[src/rtl/acht_pkg.sv]
// Shared types and constants for the chained hash table accumulator.
// No dependencies.
`timescale 1ns / 1ps

package acht_pkg;

    localparam int ENTRIES = 256;
    localparam int IDX_W   = 8;    // entry / bucket index width
    localparam int CNT_W   = 9;    // entry count, holds ENTRIES

    localparam logic [1:0] CMD_INSERT = 2'd0;
    localparam logic [1:0] CMD_LOOKUP = 2'd1;
    localparam logic [1:0] CMD_CLEAR  = 2'd2;

    // controller -> datapath
    typedef struct packed {
        logic latch_in;    // take the input transfer, clear result fields
        logic do_clear;    // empty all buckets
        logic node_head;   // walk pointer <= bucket head
        logic node_next;   // walk pointer <= link of current entry
        logic set_ok;
        logic set_found;   // result value <= current entry value
        logic do_alloc;    // write new entry at head of chain
        logic do_update;   // saturating add into current entry
        logic load_out;    // move result into output register
    } t_ctl_cmd;

    // datapath -> controller
    typedef struct packed {
        logic [1:0] cmd;
        logic       full;
        logic       head_empty;
        logic       key_hit;
        logic       next_empty;
        logic       out_free;
    } t_ctl_sts;

endpackage

[src/rtl/acht_ctrl.sv]
// Command sequencer for the hash table: dispatch, chain walk, write-back.
// Depends on acht_pkg.
`timescale 1ns / 1ps

module acht_ctrl (
    input  logic                i_clk,
    input  logic                i_rst_n,
    input  logic                i_in_valid,
    output logic                o_in_stall,
    input  acht_pkg::t_ctl_sts  i_sts,
    output acht_pkg::t_ctl_cmd  o_cmd
);

    localparam logic [2:0] S_IDLE  = 3'd0;
    localparam logic [2:0] S_HEAD  = 3'd1;
    localparam logic [2:0] S_NODE  = 3'd2;
    localparam logic [2:0] S_READ  = 3'd3;
    localparam logic [2:0] S_CMP   = 3'd4;
    localparam logic [2:0] S_ALLOC = 3'd5;
    localparam logic [2:0] S_UPD   = 3'd6;
    localparam logic [2:0] S_DONE  = 3'd7;

    logic [2:0] r_state, n_state;

    assign o_in_stall = (r_state != S_IDLE);

    always_comb begin
        n_state = r_state;
        o_cmd   = '0;
        case (r_state)
            S_IDLE: begin
                if (i_in_valid) begin
                    o_cmd.latch_in = 1'b1;
                    n_state        = S_HEAD;
                end
            end
            S_HEAD: begin
                // head read issued this cycle, data seen in S_NODE; dispatch on command
                case (i_sts.cmd)
                    acht_pkg::CMD_CLEAR: begin
                        o_cmd.do_clear = 1'b1;
                        o_cmd.set_ok   = 1'b1;
                        n_state        = S_DONE;
                    end
                    acht_pkg::CMD_LOOKUP: begin
                        n_state = S_NODE;
                    end
                    acht_pkg::CMD_INSERT: begin
                        n_state = i_sts.full ? S_DONE : S_NODE;
                    end
                    default: begin
                        n_state = S_DONE;
                    end
                endcase
            end
            S_NODE: begin
                o_cmd.node_head = 1'b1;
                if (!i_sts.head_empty) begin
                    n_state = S_READ;
                end else if (i_sts.cmd == acht_pkg::CMD_LOOKUP) begin
                    o_cmd.set_ok = 1'b1;
                    n_state      = S_DONE;
                end else begin
                    n_state = S_ALLOC;
                end
            end
            S_READ: begin
                n_state = S_CMP;
            end
            S_CMP: begin
                if (i_sts.key_hit) begin
                    if (i_sts.cmd == acht_pkg::CMD_LOOKUP) begin
                        o_cmd.set_ok    = 1'b1;
                        o_cmd.set_found = 1'b1;
                        n_state         = S_DONE;
                    end else begin
                        n_state = S_UPD;
                    end
                end else if (!i_sts.next_empty) begin
                    o_cmd.node_next = 1'b1;
                    n_state         = S_READ;
                end else if (i_sts.cmd == acht_pkg::CMD_LOOKUP) begin
                    o_cmd.set_ok = 1'b1;
                    n_state      = S_DONE;
                end else begin
                    n_state = S_ALLOC;
                end
            end
            S_ALLOC: begin
                o_cmd.do_alloc = 1'b1;
                o_cmd.set_ok   = 1'b1;
                n_state        = S_DONE;
            end
            S_UPD: begin
                o_cmd.do_update = 1'b1;
                o_cmd.set_ok    = 1'b1;
                n_state         = S_DONE;
            end
            S_DONE: begin
                if (i_sts.out_free) begin
                    o_cmd.load_out = 1'b1;
                    n_state        = S_IDLE;
                end
            end
            default: begin
                n_state = S_IDLE;
            end
        endcase
    end

    always_ff @(posedge i_clk) begin
        if (!i_rst_n) begin
            r_state <= S_IDLE;
        end else begin
            r_state <= n_state;
        end
    end

endmodule

[config.mk]
export PLATFORM = sky130hd
export DESIGN_NAME = acht_ctrl
export DESIGN_NICKNAME = d
export VERILOG_FILES = /design/src/rtl/acht_pkg.sv /design/src/rtl/acht_ctrl.sv
export SDC_FILE = /design/constraint.sdc
export NUM_CORES = 1
export LEC_CHECK = 0
export BUFFER_PORTS_ARGS = -buffer_cell sky130_fd_sc_hd__buf_2
export CORE_AREA = 2 2 39 41
export CTS_CLUSTER_SIZE = 30
export DETAILED_ROUTE_END_ITERATION = 8
export DIE_AREA = 0 0 41 43
export HOLD_SLACK_MARGIN = 0.08
export MAX_ROUTING_LAYER = met4
export SLEW_MARGIN = 5
export SYNTH_ARGS = -nofsm -noshare
export SYNTH_HDL_FRONTEND = slang
export SYNTH_SLANG_ARGS = --single-unit
[constraint.sdc]
create_clock -name i_clk -period 1.55 [get_ports i_clk]
set_clock_uncertainty 0.05 [all_clocks]
set_input_delay 0.155 -clock i_clk [delete_from_list [all_inputs] [get_ports i_clk]]
set_output_delay 0.155 -clock i_clk [all_outputs]
set_load 0.01 [all_outputs]
Word level (Yosys, flattened, before mapping)
Cells that the tools add are included.
{"block": "totals", "out_inout_bits": 10, "ff_bits": 3, "input_bits": 10, "word_cells": 47}
{"block": "op_classes", "n_eq_ne": 11, "n_mux": 30, "n_reduce_logical": 5}
{"cell": "$pmux 3 s7", "n": 1}
{"cell": "$mux 1", "n": 19}
{"cell": "$mux 3", "n": 6}
{"cell": "$eq 3x3->1 const B", "n": 4}
{"cell": "$eq 3x2->1 const B", "n": 2}
{"cell": "$pmux 3 s2", "n": 1}
{"cell": "$mux 2", "n": 2}
{"cell": "$ne 2x2->1 const B", "n": 2}
{"cell": "$pmux 1 s4", "n": 1}
{"cell": "$eq 3x1->1 const B", "n": 1}
{"cell": "$logic_not 3->1", "n": 1}
{"cell": "$reduce_bool 3->1", "n": 1}
{"cell": "$eq 2x1->1 const B", "n": 1}
{"cell": "$eq 2x2->1 const B", "n": 1}
{"cell": "$logic_not 2->1", "n": 1}
{"cell": "$reduce_and 2->1", "n": 1}
{"cell": "$reduce_or 2->1", "n": 1}

Depth between registers and ports, before layout
Gate-level depths: netlist of the first run.
{"block": "depth", "depth_word": 5, "ltp_mapped": 4, "mapped_depth_nobuf": 3}

Worst setup path before layout of the first run
OpenSTA, ideal clock, no wires.
{"block": "synth_path", "path_kind": "register -> output", "startpoint": "register r_state[1]", "endpoint": "output o_cmd[8] (netlist bit)", "n_path_buf": 1, "path_stages_with_launch": 4, "setup_slack_ns": 0.320, "t_required_ns": 1.345, "arrival_ns": 1.025, "path_cell_list": "dfxtp_1 buf_2 or3_4 nor2_1"}
{"item": "start, declared", "line": "acht_ctrl.sv:23", "text": "logic [2:0] r_state, n_state;"}
{"item": "start signal, assigned", "line": "acht_ctrl.sv:115", "text": "r_state <= n_state;"}
{"item": "end, declared", "line": "acht_ctrl.sv:11", "text": "output acht_pkg::t_ctl_cmd o_cmd"}

==> results of run 1 <==
[cell usage in the layout (no fill, tap or decap), drive strengths merged]
cell,n
a21bo,1
nand2,5
and2,1
and3b,2
nor3,1
a21oi,2
nor3b,1
a31oi,2
o21ai,5
o31ai,1
o311a,1
a21boi,1
nor2,6
nand3,2
o32a,1
buf,20
or3,2
nand2b,2
o31a,1
clkbuf,4
and2b,3
inv,3
nor2b,2
dfxtp,3
[worst paths after layout]
check                  start         end  cells after the start
setup / recovery  r_state[2]    o_cmd[4]                      4
hold / removal       i_rst_n  r_state[2]                      3
setup reg to reg  r_state[2]  r_state[0]                      3
hold reg to reg   r_state[2]  r_state[2]                      2
[power by group through the flow]
stage	Clock [uW]	Sequential (uW)	Combinational [uW]
detailed placement	0	200	448
CTS	141	199	449
finish	137	211	447
global route	155	218	503
floorplan	0	137	375
global placement	0	197	444
[metrics by stage]
step                      std cells  setup WS, ps  hold WS, ps  power (uW)
after floorplan                  51         319.7        214.3       511.7
after global placement           84         291.4        346.6       640.2
after detailed placement         84         263.2        352.0       648.3
after CTS                        88         4.809        105.4       789.8
after global routing             88         13.51        98.96       875.4
final                            88         92.54        105.6       795.0
[cells by family after synthesis]
kind of cell,count (synthesis),synth area share (%)
compound gates,15,29.35
flops,3,17.39
buf+inv,6,7.607
simple gates,27,45.65
[layer usage]
| layer | routed length [um] | part of all wire, % | GRT usage [%] | up-vias |
|---|---|---|---|---|
| met5 | 0 | 0 | - | - |
| met4 | 0 | 0 | 4.000 | 0 |
| met3 | 75 | 8.4 | 7.853 | 0 |
| met2 | 415 | 47 | 17.81 | 14 |
| met1 | 400 | 45 | 15.71 | 196 |
| li1 | - | - | - | 221 |
[critical path, delay by kind of cell, from the launching register on]
kind	cells	cell delay, ps
buffers and inverters	1	120
AOI/OAI and AO/OA	1	130
and+or+nand+nor	2	390
DFF	1	370
[final cells by class]
type | instances | area (um2) | share of cell area, %
flip-flops and latches | 3 | 63.81 | 13.21
multi-input cells | 42 | 259.0 | 53.63
repair buffers | 20 | 102.6 | 21.24
well taps | 16 | 20.02 | 4.145
inverters | 3 | 11.26 | 2.332
clock buffers | 4 | 26.28 | 5.440
[timing repair]
item                                    in CTS  in global routing
endpoints found under the setup margin       0                  3
setup buffers                                0                  0
gates resized for setup                      0                  3
hold buffers                                 0                  0
==> impl_metrics.ini, run 1 <==
[sta]
worst_pin_slew_ps = 323.1
finalCriticalPeriod_ps = 1457
period_share_pct = 94.03
rsz0062_at_grt = no
fmax_mhz = 686.1
finalSetupViolCount = 0
maxSlewHeadroom_pct = 78.27
slew_viol_final = 0
hold_viol_final = 0
fin_setup_tns_ps = 0

[route]
totalWireLength_um = 892
drt-vias-per-instance = 4.898
firstDrtPassIters = 3
wl_per_cell_um = 10.14
drc = 0
drtIter0Drc = 17
vias = 431
postRouteAntennaNets = 0

[clock_tree]
cts_buffers = 3
clock_latency_ps = 230
cts_root_buf = clkbuf_4
clock-sinks = 3
cts_tree = built
clockBufferDepth = 2
clkSlewWorstSetupHoldPaths_ps = 40
htreeDepth = 1

[finish]
post-route-util_pct = 34.90
reg_top3 = r_state: 3 flops
n_antenna_cell = 0
n_fill_cell = 149
largest-register = r_state
fin_area_um2 = 483.0
largest_register_ffs = 3
drive_above_1_share_pct = 43.06
area_growth_pct = 39.86
finalNetCount = 83

[yosys]
synth_top_area_share_pct = 17.39
synth_cell_type_count = 28
synth_ff_type = dfxtp_1
yosysSeqAreaShare_pct = 17.39
synthTopCellsByArea = dfxtp_1, nor2_1, o21ai_0
synth_area_um2 = 345.3
ys_top_cells_by_count = nor2_1, nand2_1, o21ai_0
syn_avg_cell_area_um2 = 6.771
synth_cells = 51
ys_warn_count = 0
yosysTopAreaCell = dfxtp_1
synth_nets = 61
synth-edff-count = 0
synth_seq_cells = 3
synth-async-reset-ratio_pct = 0
yosys.cell_count.top_type = nor2_1

[die]
die-area_um2 = 1763
die_h_um = 43
start_util_pct = 24.95
die_x_um = 41
io_pins = 20
rows = 14
core_area_um2 = 1384

[pwr]
power_density_nw_per_um2 = 1646
p_seq_share_pct = 26.6
p_leak_uw = 0.0002445
switching_share_pct = 43.85
pwr-share-clk_pct = 17.2
switchingPower_uw = 348.6
internal_power_uw = 446.4
combinationalPowerShare_pct = 56.2
ir_drop_mv = 1.069

[global_routing]
track_usage_pct = 13.05
grt_pass1_vias = 391
antenna_found_initial = 0
gr-total-overflow = 0
grt_pass1_wl_um = 1531
grt_max_degree = 13

[setup_path]
path_max_fanout = 7
critical_path_class = register to output pin
reg2reg_setup_slack_ps = 370
slowest_stage = dfxtp_2
cp.arrival_ps = 1250
slowest_delay_ps = 370
startpoint_type = register
end_kind = output pin
cp_data_required_time_ps = 1340
worstPathCellList = o21ai_0 > or3_1 > nand3_1 > buf_2

[run]
maxCapViolCount = 0

[placement]
hpwl_um = 709.9
placed_cell_area_um2 = 452.9
io_buffers = 19
gp_congestion = 0.8644

[status]
outcome = finished clean

[hold_path]
min_path_type = input port to register
Note: power is estimated with default switching activity, not from simulation.
==> run 2: changes to the inputs <==
Settings changed: RECOVER_POWER set to 25.
==> run 2 against run 1 <==
- maximum frequency shrank 0.36%
- non-clock buffer count stayed put
- worst setup slack got worse by 5.2 ps
- register-to-register slack worse by 30 ps
- global-route usage unchanged
- critical endpoint unchanged
- largest cell class unchanged
- largest power group unchanged
==> impl_metrics.ini, run 2 (synthesized netlist as in run 1, its figures left out) <==
[pwr]
p_seq_share_pct = 26.8
ir_drop_mv = 1.075
combinationalPowerShare_pct = 56.0
switching_share_pct = 44.04
internal_power_uw = 445.3
p_leak_uw = 0.0002438
power_density_nw_per_um2 = 1648
switchingPower_uw = 350.5
pwr-share-clk_pct = 17.2

[hold_path]
min_path_type = input port to register
hold_depth = 3

[sta]
finalSetupViolCount = 0
hold_viol_final = 0
fmax_mhz = 683.7
slew_viol_final = 0
maxSlewHeadroom_pct = 78.23
period_share_pct = 94.37
worst_pin_slew_ps = 323.7
rsz0062_at_grt = no
finalCriticalPeriod_ps = 1463
fin_setup_tns_ps = 0
worst_slack_ps = 87.29

[setup_path]
slowest_stage = dfxtp_2
critical_path.top_delay_family = simple AND/OR/NAND/NOR gates
startpoint_type = register
cp.arrival_ps = 1260
cp_data_required_time_ps = 1340
critical_path_class = register to output pin
cp_num_cells = 4
slowest_delay_ps = 370
cp_num_buf_inv = 1
path_max_fanout = 7
r2r_cells = 3
end_kind = output pin
worstPathCellList = o21ai_0 > or3_1 > nand3_1 > buf_2

[finish]
n_antenna_cell = 0
layout_commonest_cell = buf_2
largest-register = r_state
final_cell_mix = buf_2, nor2_1, nand2_1
largest_register_ffs = 3
drive_above_1_share_pct = 43.06
area_growth_pct = 39.86
reg_top3 = r_state: 3 flops
finalNetCount = 83

[run]
maxCapViolCount = 0

[die]
die_h_um = 43
start_util_pct = 24.95
die-area_um2 = 1763
io_pins = 20
rows = 14
die_x_um = 41
core_area_um2 = 1384

[route]
postRouteAntennaNets = 0
drc = 0
firstDrtPassIters = 3
drt-vias-per-instance = 4.898
drtIter0Drc = 7
wl_per_cell_um = 10.20
vias = 431
totalWireLength_um = 898

[placement]
io_buffers = 19
pre_cts_ws_ps = 263.2
hpwl_um = 709.9
gp_congestion = 0.8644

[clock_tree]
clock-sinks = 3
ctsHoldBuffers = 0
post_cts_buffers = 0
cts_root_buf = clkbuf_4
clkSlewWorstSetupHoldPaths_ps = 40
cts_tree = built
clockBufferDepth = 2
clock_latency_ps = 230
cts_buffers = 3
htreeDepth = 1

[global_routing]
grt_pass1_wl_um = 1531
track_usage_pct = 13.05
grt_pass1_vias = 391
antenna_found_initial = 0
gr-total-overflow = 0
grt_max_degree = 13

[status]
outcome = finished clean
-- run 2: cell counts in the layout (fill, tap and decap cells not counted) --
No cell type changed its count.
-- run 2: through the flow --
step	instances	instance area [um2]	total power (uW)	hold WS, ps	util [%]
after floorplan	51	345.3	511.7	214.3	-
after global placement	84	452.9	640.2	346.6	32.73
after detailed placement	84	452.9	648.3	352.0	32.73
after CTS	88	479.2	789.8	105.4	34.63
after global routing	88	483.0	874.2	98.96	34.90
final	88	483.0	795.9	105.6	34.90
-- run 2: final timing paths --
path	from	to	slack [ps]
max	r_state[2]	o_cmd[4]	90
min	i_rst_n	r_state[2]	110
max reg2reg	r_state[1]	r_state[1]	340
min reg2reg	r_state[2]	r_state[2]	520
-- run 2: cell type report --
class                   count  area, um2
multi-input cells          42      259.0
clock buffers               4      26.28
well taps                  16      20.02
flip-flops and latches      3      63.81
repair buffers             20      102.6
fillers                   149      900.9
inverters                   3      11.26
-- run 2: power by group through the flow --
stage | Combinational, uW | Clock [uW] | Sequential (uW)
after floorplan | 375 | 0 | 137
after global placement | 444 | 0 | 197
after detailed placement | 448 | 0 | 200
after CTS | 449 | 141 | 199
after global routing | 502 | 155 | 218
final | 446 | 137 | 213
-- run 2: repair_timing --
action | in CTS | in global routing
setup endpoints to repair | 0 | 3
gates resized for setup | 0 | 3
endpoints found under the hold margin | 0 | 0
-- run 2: per-layer routing --
| layer | GRT usage [%] | share of wire, % | vias to the layer above |
|---|---|---|---|
| met1 | 15.71 | 45 | 196 |
| met4 | 4.000 | 0 | 0 |
| li1 | - | - | 221 |
| met5 | - | 0 | - |
| met2 | 17.81 | 46 | 14 |
| met3 | 7.853 | 8.4 | 0 |
-- run 2: tightest hold or removal path, cell delays in order --
cell,delay [ps]
buf_2,120
inv_1,50
a31oi_1,30
